File: src/dtp_pkg.sv
package dtp_pkg;

  // result status codes, lowest value wins when several conditions hold
  typedef enum logic [2:0] {
    ST_OK    = 3'd0,
    ST_EMPTY = 3'd1,
    ST_DOT   = 3'd2,
    ST_BAD   = 3'd3,
    ST_OVF   = 3'd4
  } status_t;

  // parser phase, one-hot
  typedef enum logic [4:0] {
    PH_LEAD   = 5'b00001,
    PH_DIGITS = 5'b00010,
    PH_GAP    = 5'b00100,
    PH_UNIT   = 5'b01000,
    PH_TRAIL  = 5'b10000
  } phase_t;

  localparam int TOTAL_W = 63;
  localparam int WIDE_W  = TOTAL_W + 4;

  localparam logic [7:0] CH_SPACE  = 8'h20;
  localparam logic [7:0] CH_TAB    = 8'h09;
  localparam logic [7:0] CH_CR     = 8'h0D;
  localparam logic [7:0] CH_DOT    = 8'h2E;
  localparam logic [7:0] CH_ZERO   = 8'h30;
  localparam logic [7:0] CH_NINE   = 8'h39;
  localparam logic [7:0] CH_LOW_A  = 8'h61;
  localparam logic [7:0] CH_LOW_Z  = 8'h7A;

  // letter run length saturates here, no known unit is that long
  localparam logic [2:0] ULEN_MAX = 3'd4;

  // y, mon, w, d, h, min, s, ms, us
  localparam int NUM_UNITS = 9;

  localparam logic [23:0] UNIT_KEY [NUM_UNITS] = '{
    24'h000079, 24'h6D6F6E, 24'h000077, 24'h000064, 24'h000068,
    24'h6D696E, 24'h000073, 24'h006D73, 24'h007573
  };

  localparam logic [2:0] UNIT_NCHAR [NUM_UNITS] = '{
    3'd1, 3'd3, 3'd1, 3'd1, 3'd1, 3'd3, 3'd1, 3'd2, 3'd2
  };

  // unit length = ticks_per_second * seconds / divisor, truncated
  localparam logic [31:0] UNIT_SEC [NUM_UNITS] = '{
    32'd31556952, 32'd2629746, 32'd604800, 32'd86400, 32'd3600,
    32'd60, 32'd1, 32'd1, 32'd1
  };

  localparam logic [31:0] UNIT_DIV [NUM_UNITS] = '{
    32'd1, 32'd1, 32'd1, 32'd1, 32'd1, 32'd1, 32'd1, 32'd1000, 32'd1000000
  };

  // base * 10 + addend, wide enough to see any carry past 63 bits
  function automatic logic [WIDE_W-1:0] mac10(input logic [TOTAL_W-1:0] base,
                                              input logic [TOTAL_W-1:0] addend);
    logic [WIDE_W-1:0] b;
    b = {4'b0, base};
    return (b << 3) + (b << 1) + {4'b0, addend};
  endfunction

endpackage

File: src/duration_text_parser.sv
// channel  | ports                                   | direction
// ---------+-----------------------------------------+----------
// in       | in_valid in_stall in_char_code in_is_end | consumed
// out      | out_valid out_stall out_total_micros     | produced
//          | out_status                              |
//
// one item per cycle, except an end item, which waits while the output register is full and stalled
// each digit updates the amount and one product lane per unit in parallel,
// so a unit is priced by lane selection plus one 63-bit add at the term end
// a result appears in the output register the cycle after its end item
// rst_n is synchronous, active low, and returns the parser to leading-space skip
// characters keep flowing while a result waits; only an end item stalls
// when the output register is full and stalled
module duration_text_parser #(
  parameter int TICKS_PER_SECOND = 1000000
) (
  input  logic              clk,
  input  logic              rst_n,
  input  logic              in_valid,
  output logic              in_stall,
  input  logic [7:0]        in_char_code,
  input  logic              in_is_end,
  output logic              out_valid,
  input  logic              out_stall,
  output logic [62:0]       out_total_micros,
  output dtp_pkg::status_t  out_status
);
  import dtp_pkg::*;

  // parser state
  phase_t               phase_r, phase_nxt;
  logic [TOTAL_W-1:0]   amount_r;
  logic [23:0]          letters_r, letters_nxt;
  logic [2:0]           ulen_r, ulen_nxt;
  logic [TOTAL_W-1:0]   total_r, total_nxt;
  logic                 dot_r, dot_nxt;
  logic                 bad_r, bad_nxt;
  logic                 ovf_r, ovf_nxt;
  logic                 content_r, content_nxt;

  // amount times each unit length, kept up to date digit by digit
  logic [TOTAL_W-1:0]   lane_r [NUM_UNITS];
  logic [NUM_UNITS-1:0] lane_ovf_r;

  // output register
  logic                 out_valid_r;
  logic [TOTAL_W-1:0]   out_total_r;
  status_t              out_status_r;

  logic                 in_acc;
  logic                 is_sp, is_dg, is_lw, is_dot;
  logic                 digit_en;
  logic [TOTAL_W-1:0]   amt_add;
  logic [WIDE_W-1:0]    amt_wide;
  logic                 amt_ovf;

  logic [NUM_UNITS-1:0] unit_hit;
  logic                 unit_known;
  logic [TOTAL_W-1:0]   prod;
  logic                 prod_ovf;
  logic [TOTAL_W:0]     sum;
  logic                 sum_ovf;

  logic                 end_bad, end_ovf;
  logic [TOTAL_W-1:0]   end_total;
  status_t              end_status;

  // an end item needs the output register, characters never do
  assign in_stall = out_valid_r & out_stall & in_is_end;
  assign in_acc   = in_valid & ~in_stall;

  // character classes
  assign is_sp  = (in_char_code == CH_SPACE) ||
                  ((in_char_code >= CH_TAB) && (in_char_code <= CH_CR));
  assign is_dg  = (in_char_code >= CH_ZERO) && (in_char_code <= CH_NINE);
  assign is_lw  = (in_char_code >= CH_LOW_A) && (in_char_code <= CH_LOW_Z);
  assign is_dot = (in_char_code == CH_DOT);

  // amount: start from zero unless already inside a digit run
  assign amt_add  = {59'b0, in_char_code[3:0]};
  assign amt_wide = mac10((phase_r == PH_DIGITS) ? amount_r : '0, amt_add);
  assign amt_ovf  = |amt_wide[WIDE_W-1:TOTAL_W];

  always_ff @(posedge clk) begin
    if (digit_en) begin
      amount_r <= amt_wide[TOTAL_W-1:0];
    end
  end

  // one product lane per unit; a lane overflow only matters if its unit is chosen
  for (genvar u = 0; u < NUM_UNITS; u++) begin : g_lane
    localparam logic [TOTAL_W-1:0] LEN =
      (TOTAL_W'(TICKS_PER_SECOND) * TOTAL_W'(UNIT_SEC[u])) / TOTAL_W'(UNIT_DIV[u]);

    logic [TOTAL_W-1:0] dmul;
    logic [WIDE_W-1:0]  wide;
    logic               ovf_keep;

    assign dmul     = TOTAL_W'(in_char_code[3:0]) * LEN;
    assign wide     = mac10((phase_r == PH_DIGITS) ? lane_r[u] : '0, dmul);
    assign ovf_keep = (phase_r == PH_DIGITS) & lane_ovf_r[u];

    always_ff @(posedge clk) begin
      if (digit_en) begin
        lane_r[u]     <= wide[TOTAL_W-1:0];
        lane_ovf_r[u] <= ovf_keep | (|wide[WIDE_W-1:TOTAL_W]);
      end
    end

    assign unit_hit[u] = (ulen_r == UNIT_NCHAR[u]) && (letters_r == UNIT_KEY[u]);
  end

  // close a term: pick the lane of the named unit and add it to the total
  always_comb begin
    prod     = '0;
    prod_ovf = 1'b0;
    for (int u = 0; u < NUM_UNITS; u++) begin
      if (unit_hit[u]) begin
        prod     = prod | lane_r[u];
        prod_ovf = prod_ovf | lane_ovf_r[u];
      end
    end
  end

  assign unit_known = |unit_hit;
  assign sum        = {1'b0, total_r} + {1'b0, prod};
  assign sum_ovf    = sum[TOTAL_W];

  // what the end item reports
  always_comb begin
    end_bad   = bad_r;
    end_ovf   = ovf_r;
    end_total = total_r;
    if (!bad_r) begin
      if ((phase_r == PH_DIGITS) || (phase_r == PH_GAP)) begin
        end_bad = 1'b1;
      end else if (phase_r == PH_UNIT) begin
        if (!unit_known) begin
          end_bad = 1'b1;
        end else begin
          end_ovf   = ovf_r | prod_ovf | sum_ovf;
          end_total = sum[TOTAL_W-1:0];
        end
      end
    end
    if (!content_r) begin
      end_status = ST_EMPTY;
    end else if (dot_r) begin
      end_status = ST_DOT;
    end else if (end_bad) begin
      end_status = ST_BAD;
    end else if (end_ovf) begin
      end_status = ST_OVF;
    end else begin
      end_status = ST_OK;
    end
  end

  // character handling
  always_comb begin
    phase_nxt   = phase_r;
    letters_nxt = letters_r;
    ulen_nxt    = ulen_r;
    total_nxt   = total_r;
    dot_nxt     = dot_r;
    bad_nxt     = bad_r;
    ovf_nxt     = ovf_r;
    content_nxt = content_r;
    digit_en    = 1'b0;

    if (in_acc) begin
      if (in_is_end) begin
        // back to the reset state for the next text
        phase_nxt   = PH_LEAD;
        total_nxt   = '0;
        dot_nxt     = 1'b0;
        bad_nxt     = 1'b0;
        ovf_nxt     = 1'b0;
        content_nxt = 1'b0;
      end else begin
        if (is_dot) begin
          dot_nxt = 1'b1;
        end
        if (!((phase_r == PH_LEAD) && is_sp)) begin
          content_nxt = 1'b1;
          // once malformed only dots are still watched
          if (!bad_r) begin
            unique case (phase_r)
              PH_LEAD, PH_TRAIL: begin
                if (is_dg) begin
                  digit_en  = 1'b1;
                  phase_nxt = PH_DIGITS;
                end else if (!is_sp) begin
                  bad_nxt = 1'b1;
                end
              end
              PH_DIGITS: begin
                if (is_dg) begin
                  digit_en = 1'b1;
                  if (amt_ovf) begin
                    ovf_nxt = 1'b1;
                  end
                end else if (is_sp) begin
                  phase_nxt = PH_GAP;
                end else if (is_lw) begin
                  letters_nxt = {16'b0, in_char_code};
                  ulen_nxt    = 3'd1;
                  phase_nxt   = PH_UNIT;
                end else begin
                  bad_nxt = 1'b1;
                end
              end
              PH_GAP: begin
                if (is_lw) begin
                  letters_nxt = {16'b0, in_char_code};
                  ulen_nxt    = 3'd1;
                  phase_nxt   = PH_UNIT;
                end else if (!is_sp) begin
                  bad_nxt = 1'b1;
                end
              end
              PH_UNIT: begin
                if (is_lw) begin
                  letters_nxt = {letters_r[15:0], in_char_code};
                  if (ulen_r != ULEN_MAX) begin
                    ulen_nxt = ulen_r + 3'd1;
                  end
                end else if (!unit_known) begin
                  bad_nxt = 1'b1;
                end else begin
                  total_nxt = sum[TOTAL_W-1:0];
                  if (prod_ovf || sum_ovf) begin
                    ovf_nxt = 1'b1;
                  end
                  if (is_sp) begin
                    phase_nxt = PH_TRAIL;
                  end else if (is_dg) begin
                    digit_en  = 1'b1;
                    phase_nxt = PH_DIGITS;
                  end else begin
                    bad_nxt = 1'b1;
                  end
                end
              end
              default: begin
                bad_nxt = 1'b1;
              end
            endcase
          end
        end
      end
    end
  end

  always_ff @(posedge clk) begin
    if (!rst_n) begin
      phase_r   <= PH_LEAD;
      total_r   <= '0;
      dot_r     <= 1'b0;
      bad_r     <= 1'b0;
      ovf_r     <= 1'b0;
      content_r <= 1'b0;
    end else begin
      phase_r   <= phase_nxt;
      total_r   <= total_nxt;
      dot_r     <= dot_nxt;
      bad_r     <= bad_nxt;
      ovf_r     <= ovf_nxt;
      content_r <= content_nxt;
    end
  end

  // letters are loaded before any read
  always_ff @(posedge clk) begin
    letters_r <= letters_nxt;
    ulen_r    <= ulen_nxt;
  end

  // output register
  always_ff @(posedge clk) begin
    if (!rst_n) begin
      out_valid_r <= 1'b0;
    end else if (in_acc && in_is_end) begin
      out_valid_r <= 1'b1;
    end else if (!out_stall) begin
      out_valid_r <= 1'b0;
    end
  end

  always_ff @(posedge clk) begin
    if (in_acc && in_is_end) begin
      out_status_r <= end_status;
      out_total_r  <= (end_status == ST_OK) ? end_total : '0;
    end
  end

  assign out_valid        = out_valid_r;
  assign out_total_micros = out_total_r;
  assign out_status       = out_status_r;

  // an accepted end item always shows up at the output next cycle
  a_end_to_out: assert property (@(posedge clk) disable iff (!rst_n)
    (in_acc && in_is_end) |=> out_valid)
    else $error("end item did not produce a result");

  // after an end item the parser is back at leading-space skip with no total
  a_end_clears: assert property (@(posedge clk) disable iff (!rst_n)
    (in_acc && in_is_end) |=> (phase_r == PH_LEAD) && (total_r == '0) && !content_r)
    else $error("parser state not cleared after end item");

  // a failing status never carries a total
  a_zero_total: assert property (@(posedge clk) disable iff (!rst_n)
    (out_valid && (out_status != ST_OK)) |-> (out_total_micros == '0))
    else $error("nonzero total with failing status");

  // input only backs up behind a held result
  a_stall_cause: assert property (@(posedge clk) disable iff (!rst_n)
    in_stall |-> (out_valid && out_stall))
    else $error("input stalled without a held result");

endmodule

File: config.mk
export PLATFORM = sky130hd
export DESIGN_NAME = duration_text_parser
export DESIGN_NICKNAME = d
export VERILOG_FILES = /design/src/dtp_pkg.sv /design/src/duration_text_parser.sv
export SDC_FILE = /design/constraint.sdc
export NUM_CORES = 2
export LEC_CHECK = 0
export BUFFER_PORTS_ARGS = -buffer_cell sky130_fd_sc_hd__buf_2
export CORE_MARGIN = 2
export CORE_UTILIZATION = 45
export DETAILED_ROUTE_END_ITERATION = 10
export GPL_TIMING_DRIVEN = 0
export PLACE_DENSITY = 0.7
export SLEW_MARGIN = 20
export SYNTH_ARGS = -nofsm -noshare
export SYNTH_HDL_FRONTEND = slang
export SYNTH_SLANG_ARGS = --single-unit
File: constraint.sdc
create_clock -name clk -period 45.4 [get_ports clk]
set_clock_uncertainty 0.15 [all_clocks]
set_input_delay 6.81 -clock clk [delete_from_list [all_inputs] [get_ports clk]]
set_output_delay 6.81 -clock clk [all_outputs]
set_load 0.01 [all_outputs]
== Word level (Yosys, flattened, before mapping) ==
Memory sizes are Yosys's and may differ from the RTL's.
Cells that the tools add are included.

* Bits in registers: 238
* Bits in writable memories: 567
* Output and inout bits: 68
* Memories: 1

{| class="wikitable"
|+ Memories
! memory !! words !! width !! rd ports !! clocked after memory_dff !! wr ports !! RTL line !! source
|-
| lane_r || 9 || 63 || 9 || 0 || 9 || duration_text_parser.sv:42 || <nowiki>logic [TOTAL_W-1:0] lane_r [NUM_UNITS];</nowiki>
|}

* Add/subtract/negate cells: 22
* Multipliers: 8
* $lt $le $gt $ge: 6
* Equal/unequal tests: 34
* Muxes and demuxes: 111
* Bitwise logic cells: 43
* Reduce and logical (&&, ||, !) cells: 43

{| class="wikitable"
|+ Operators with widths
! cell !! number
|-
| $mux W63 || 28
|-
| $add A66 B64 Y67 || 10
|-
| $or A63 B63 Y63 || 8
|-
| $add A67 B4 Y67 || 2
|-
| $eq A24 B7 Y1 const B || 5
|-
| $mux W24 || 4
|-
| $pmux W24 S3 || 1
|-
| $add A67 B14 Y67 || 1
|-
| $add A67 B24 Y67 || 1
|-
| $add A67 B30 Y67 || 1
|-
| $add A67 B36 Y67 || 1
|-
| $add A67 B41 Y67 || 1
|-
| $add A67 B44 Y67 || 1
|-
| $add A67 B46 Y67 || 1
|-
| $add A67 B49 Y67 || 1
|-
| $add A63 B63 Y64 || 1
|-
| $mux W1 || 54
|-
| $mux W5 || 10
|-
| $eq A24 B15 Y1 const B || 2
|-
| $eq A24 B23 Y1 const B || 2
|-
| $mul A4 B36 Y40 const B || 1
|-
| $reduce_or A4 Y1 || 10
|-
| $mul A4 B35 Y39 const B || 1
|-
| $mul A4 B27 Y31 const B || 1
|-
| 46 further kinds || 119
|}

== Logic depth before layout (Yosys ltp) ==
* Word-level depth: 30
* Mapped depth: 34
* Depth with buffers taken out: 32

== Worst setup path before layout ==
OpenSTA, ideal clock, no wires.

* Path type: input port to flip-flop
* From: input in_char_code[0]
* To: register amount_r[0], enable pin
* Library setup time: 1.909 ns
* Data arrival time: 40.622 ns
* Slack: 2.719 ns
* Stages: 8
* Buffers on the path: 0
* Cell sequence: inv_1 -> ha_1 -> nand2_1 -> o311ai_1 -> and2_1 -> nor2b_1 -> a21oi_1 -> nor3_1

* Longest elaborated chain between the ends: 11
* Elaborated cells between the ends (all ways): 21
* Those cells by class: order compare: 6; eq/ne: 1; mux: 9; reduce/logical: 5

{| class="wikitable"
|+ Ends and longest elaborated chain
! element !! RTL line !! source
|-
| start, declared || duration_text_parser.sv:21 || <nowiki>input logic [7:0] in_char_code,</nowiki>
|-
| $ge A8 B6 Y1 (tied with other cells) || duration_text_parser.sv:75 || <nowiki>assign is_dg = (in_char_code >= CH_ZERO) && (in_char_code <= CH_NINE);</nowiki>
|-
| $logic_and A1 B1 Y1 (on tied branches) || duration_text_parser.sv:75, duration_text_parser.sv:74 ||
|-
| $mux W1 / $logic_or A1 B1 Y1 (equally long branches) || - ||
|-
| $mux W1 || duration_text_parser.sv:235 || <nowiki>if (is_sp) begin</nowiki>
|-
| $mux W1 || duration_text_parser.sv:228 || <nowiki>end else if (!unit_known) begin</nowiki>
|-
| $mux W1 || duration_text_parser.sv:223 || <nowiki>if (is_lw) begin</nowiki>
|-
| $pmux W1 S2 || duration_text_parser.sv:188 || <nowiki>unique case (phase_r)</nowiki>
|-
| $mux W1 || duration_text_parser.sv:187 || <nowiki>if (!bad_r) begin</nowiki>
|-
| $mux W1 (*) || duration_text_parser.sv:184 || <nowiki>if (!((phase_r == PH_LEAD) && is_sp)) begin</nowiki>
|-
| $mux W1 (*) || duration_text_parser.sv:172 || <nowiki>if (in_is_end) begin</nowiki>
|-
| $mux W1 (*) || duration_text_parser.sv:171 || <nowiki>if (in_acc) begin</nowiki>
|-
| net digit_en || duration_text_parser.sv:52 || <nowiki>logic digit_en;</nowiki>
|-
| end signal, assigned || duration_text_parser.sv:86 || <nowiki>amount_r <= amt_wide[TOTAL_W-1:0];</nowiki>
|-
| end, declared || duration_text_parser.sv:32 || <nowiki>logic [TOTAL_W-1:0] amount_r;</nowiki>
|}

Mark *: on every way through the listed nets, which the timed path passes. The rest lies on a longest branch.
A chain may end at the register's enable or synchronous reset.

== Worst setup path in the final report ==
* From: input in_char_code[2]
* To: register lane_ovf_r[5], data pin

* Longest elaborated chain between the ends: 4

{| class="wikitable"
|+ Ends and longest elaborated chain
! element !! RTL line !! source
|-
| $mul A4 B18 Y22 || duration_text_parser.sv:99 || <nowiki>assign dmul = TOTAL_W'(in_char_code[3:0]) * LEN;</nowiki>
|-
| $add A67 B30 Y67 || dtp_pkg.sv:63 || <nowiki>return (b << 3) + (b << 1) + {4'b0, addend};</nowiki>
|-
| $reduce_or A4 Y1 || duration_text_parser.sv:106 || <nowiki>lane_ovf_r[u] <= ovf_keep | (|wide[WIDE_W-1:TOTAL_W]);</nowiki>
|-
| $or A1 B1 Y1 || duration_text_parser.sv:106 ||
|-
| end signal, assigned by index || duration_text_parser.sv:106 ||
|-
| end, declared || duration_text_parser.sv:43 || <nowiki>logic [NUM_UNITS-1:0] lane_ovf_r;</nowiki>
|}

No other way between the ends.

==> out/qor.txt <==
required time at the endpoint of the critical path: 45.72 ns
floorplan row count: 145
total track usage: 0.3216
number of flops mapped to enable cells by yosys: 571
Area Growth Syn to Fin: 9.211%
worst min-delay path class: reg -> reg
CTS tree: yes
R2R depth: 22
category of the worst setup path capture point: flip-flop
number of buffers added for setup after CTS: 0
share of synthesized flip-flops with an asynchronous set or reset: 0
number of hold-slack violations in the final timing report: 0
wire length per cell: 25.37 um
I/O pins: 81
starting DRC count in detailed routing: 7374
CTS Hold Buffers Added: 0
largest net degree at the start of global routing: 44
Top Family by Delay on Critical Path: compound AO/OA/AOI/OAI gates
DR pass1 iterations: 10
Hold Path Cell Cnt: 2
number of levels in the clock H-tree: 3
number of synthesized register bits: 644
clock latency on the worst-skew pair: 0.73 ns
fraction of power spent switching nets: 0.3222
number of global-route vias before repair: 60.86k
Post-Syn Instances: 8035
cell with the largest stage delay on the worst path: sky130_fd_sc_hd__a211oi_1
fraction of synthesized cell area taken by the top area cell type: 0.2435
DP Cell Count: 10.24k
Finished Layout Cells: 10.39k
post-detailed-route via-to-cell ratio: 6.215
max-capacitance violation count: 0
library cell with the largest summed area after synthesis: sky130_fd_sc_hd__edfxtp_1
worst slack after detailed placement: 27.60 ns
final worst-path cycle share: 0.3883
clk sink count: 644
maximum buffer depth of the clock tree: 3
placeable core region: 155800 sq um
highest net fanout along the worst path: 13
register area share after synthesis: 0.2642
DR DRC count: 0
Worst Setup Path Type: in -> reg
largest cells by area after synthesis: sky130_fd_sc_hd__edfxtp_1 (24%), sky130_fd_sc_hd__ha_1 (16%), sky130_fd_sc_hd__fa_1 (5.7%)
cell area after technology mapping: 70430 sq um
total setup violations reported at the end of the flow: 0
Max Slew Vio Count: 0
Cell variety after synth: 104
crit path DAT: 17.95 ns
shortest clock period the worst path allows after layout: 17.63 ns
VDD IR max: 0.02899 mV
most used flip-flop cell after synthesis: sky130_fd_sc_hd__edfxtp_1
Fmax achieved: 56.72 MHz
Buffers on Ports: 79
final routed wirelength across all metal layers: 263.7 mm
nets: 9391
remaining antenna violation count: 0
Register-to-Register Setup Slack: 34.24 ns
worst-case hold slack: 0.3385 ns
RSZ-0062 raised after global routing: no
total die area: 159700 sq um
outcome: finished clean
width of the chip: 399.6 um
clock share of power: 0.403
minimum setup slack in the final design: 27.77 ns
final HPWL from detailed placement: 217.4 mm
fraction of final layout cells with drive strength greater than 1: 0.04622
vias after detailed routing: 64.59k
total of cells resized after clock tree synthesis: 0
cell-internal power: 1.201 mW
Slew Limit Headroom: 0.1523
Clk Tree Root Cell: sky130_fd_sc_hd__clkbuf_16
number of antenna violations at the first check in global routing: 21
Critical Path Start Type: primary input
Sw Pwr: 0.5708 mW
Worst-Margin Slew: 1.266 ns
Final Total Pwr: 1.771 mW
Critical path buffers and inverters: 7
pwr dens: 23.03 nW/um^2
sink of the worst hold path: out_valid$_SDFFE_PN0P_
sequential share of power: 0.371
number of cells on the critical path: 35
clock transition at the registers of the reported paths: 0.06 ns
critical register-to-register path endpoint: lane_ovf_r[8]$_DFFE_PP_
Synth Area per Inst: 8.765 sq um
power share of the combinational group: 0.226
y dimension of the die: 399.6 um
origin of the critical flop-to-flop path: phase_r[4]$_SDFFE_PN0P_
leakage power total: 35.98 nW
Yosys warning count: 0
global-route wire length before repair: 384.8 mm
start point of the worst hold path: out_valid$_SDFFE_PN0P_
initial cell density of the core: 0.4519
slowest stage delay, CP: 1.01 ns
CTS Buf Count: 83
syn_nets: 9161
weighted congestion reported at the end of routability-driven placement: 1.067
GR Overflow Total: 0
==> cells by family after synthesis <==
| logic type | synth area share |
|---|---|
| xor+xnor | 0.07834 |
| fa+ha+maj | 0.2192 |
| compound gates | 0.2243 |
| flops | 0.2642 |
| simple gates | 0.1627 |
| buf+inv | 0.04958 |
| mux | 0.001723 |
==> Yosys cell counts (98+ instances only) <==
| library cell | n |
|---|---|
| sky130_fd_sc_hd__o21bai_1 | 117 |
| sky130_fd_sc_hd__inv_1 | 584 |
| sky130_fd_sc_hd__nand4_1 | 156 |
| sky130_fd_sc_hd__nand3_1 | 137 |
| sky130_fd_sc_hd__a22oi_1 | 211 |
| sky130_fd_sc_hd__and2_1 | 328 |
| sky130_fd_sc_hd__nor2_1 | 405 |
| sky130_fd_sc_hd__nor2b_1 | 121 |
| sky130_fd_sc_hd__o21ai_0 | 379 |
| sky130_fd_sc_hd__clkbuf_1 | 308 |
| sky130_fd_sc_hd__a21oi_1 | 750 |
| sky130_fd_sc_hd__xor2_1 | 206 |
| sky130_fd_sc_hd__a21o_1 | 330 |
| sky130_fd_sc_hd__xnor2_1 | 424 |
| sky130_fd_sc_hd__nor3_1 | 98 |
| sky130_fd_sc_hd__edfxtp_1 | 571 |
| sky130_fd_sc_hd__nand2_1 | 696 |
| sky130_fd_sc_hd__ha_1 | 912 |
| sky130_fd_sc_hd__fa_1 | 201 |
==> final cells by class <==
| type | count | area, sq um |
|---|---|---|
| clock buffer | 105 | 2276 |
| clock inverter | 45 | 578.1 |
| sequential | 644 | 18610 |
| inverter | 591 | 2221 |
| tap | 2058 | 2575 |
| antenna | 4 | 10.01 |
| buffer | 332 | 1282 |
| fill | 14840 | 78930 |
| timing repair buffer | 145 | 973.4 |
| multi-input combinational | 6468 | 48390 |
==> metal layers <==
metal / routed length, um / part of all wire / GRT usage
met5: 118 / 0.00045 / 0
met1: 108300 / 0.41 / 0.4207
met4: 20220 / 0.077 / 0.2101
met2: 110400 / 0.42 / 0.4772
met3: 24580 / 0.093 / 0.07013
==> worst min-delay path: cells and delay by family (launching register included) <==
family / cells / cell delay [ns]
AOI/OAI and AO/OA: 1 / 0.07
DFF: 1 / 0.32
and+or+nand+nor: 1 / 0.06
==> metrics by stage <==
step	TNS, ns	area [sq um]	utilization
floorplan	0	70430	-
global placement	-8288.80	73400	0.4710
detailed placement	0	74040	0.4751
CTS	0	76900	0.4934
global route	0	76910	0.4935
finish	0	76920	0.4936
==> power by group through the flow <==
stage               logic, mW  registers [mW]  clock network (mW)
floorplan               0.272           0.673                   0
global placement        0.380           0.675                   0
detailed placement      0.389           0.670                   0
CTS                     0.390           0.658               0.722
global route            0.435           0.658               0.741
finish                  0.400           0.658               0.713
==> cell usage in the layout (no fill, tap or decap), types with 317 or more instances in the layout <==
cell | Yosys | routed
sky130_fd_sc_hd__ha_1 | 912 | 912
sky130_fd_sc_hd__a21oi_1 | 750 | 750
sky130_fd_sc_hd__nand2_1 | 696 | 696
sky130_fd_sc_hd__inv_1 | 584 | 583
sky130_fd_sc_hd__edfxtp_1 | 571 | 571
sky130_fd_sc_hd__xnor2_1 | 424 | 424
sky130_fd_sc_hd__nor2_1 | 405 | 403
sky130_fd_sc_hd__o21ai_0 | 379 | 379
sky130_fd_sc_hd__a21o_1 | 330 | 330
sky130_fd_sc_hd__and2_1 | 328 | 328
sky130_fd_sc_hd__clkbuf_1 | 308 | 317
==> sequential cells by signal, summed over array words and instances, names as in the netlist <==
name	flops
amount_r	63
bad_r	1
content_r	1
dot_r	1
lane_ovf_r	9
lane_r	406
letters_r	24
out_status	3
out_total_micros	63
out_valid	1
ovf_r	1
phase_r	5
total_r	63
ulen_r	3
==> worst max path at each step <==
stage                         start                       end  slack [ns]
floorplan           in_char_code[0]     amount_r[0]$_DFFE_PP_        2.72
global placement    in_char_code[1]  lane_r[0][293]$_DFFE_PP_      -17.40
detailed placement  in_char_code[2]   lane_ovf_r[5]$_DFFE_PP_       27.60
CTS                 in_char_code[2]   lane_ovf_r[5]$_DFFE_PP_       28.38
global route        in_char_code[2]   lane_ovf_r[5]$_DFFE_PP_       27.72
finish              in_char_code[2]   lane_ovf_r[5]$_DFFE_PP_       27.77
(Power assumes the default switching activity.)
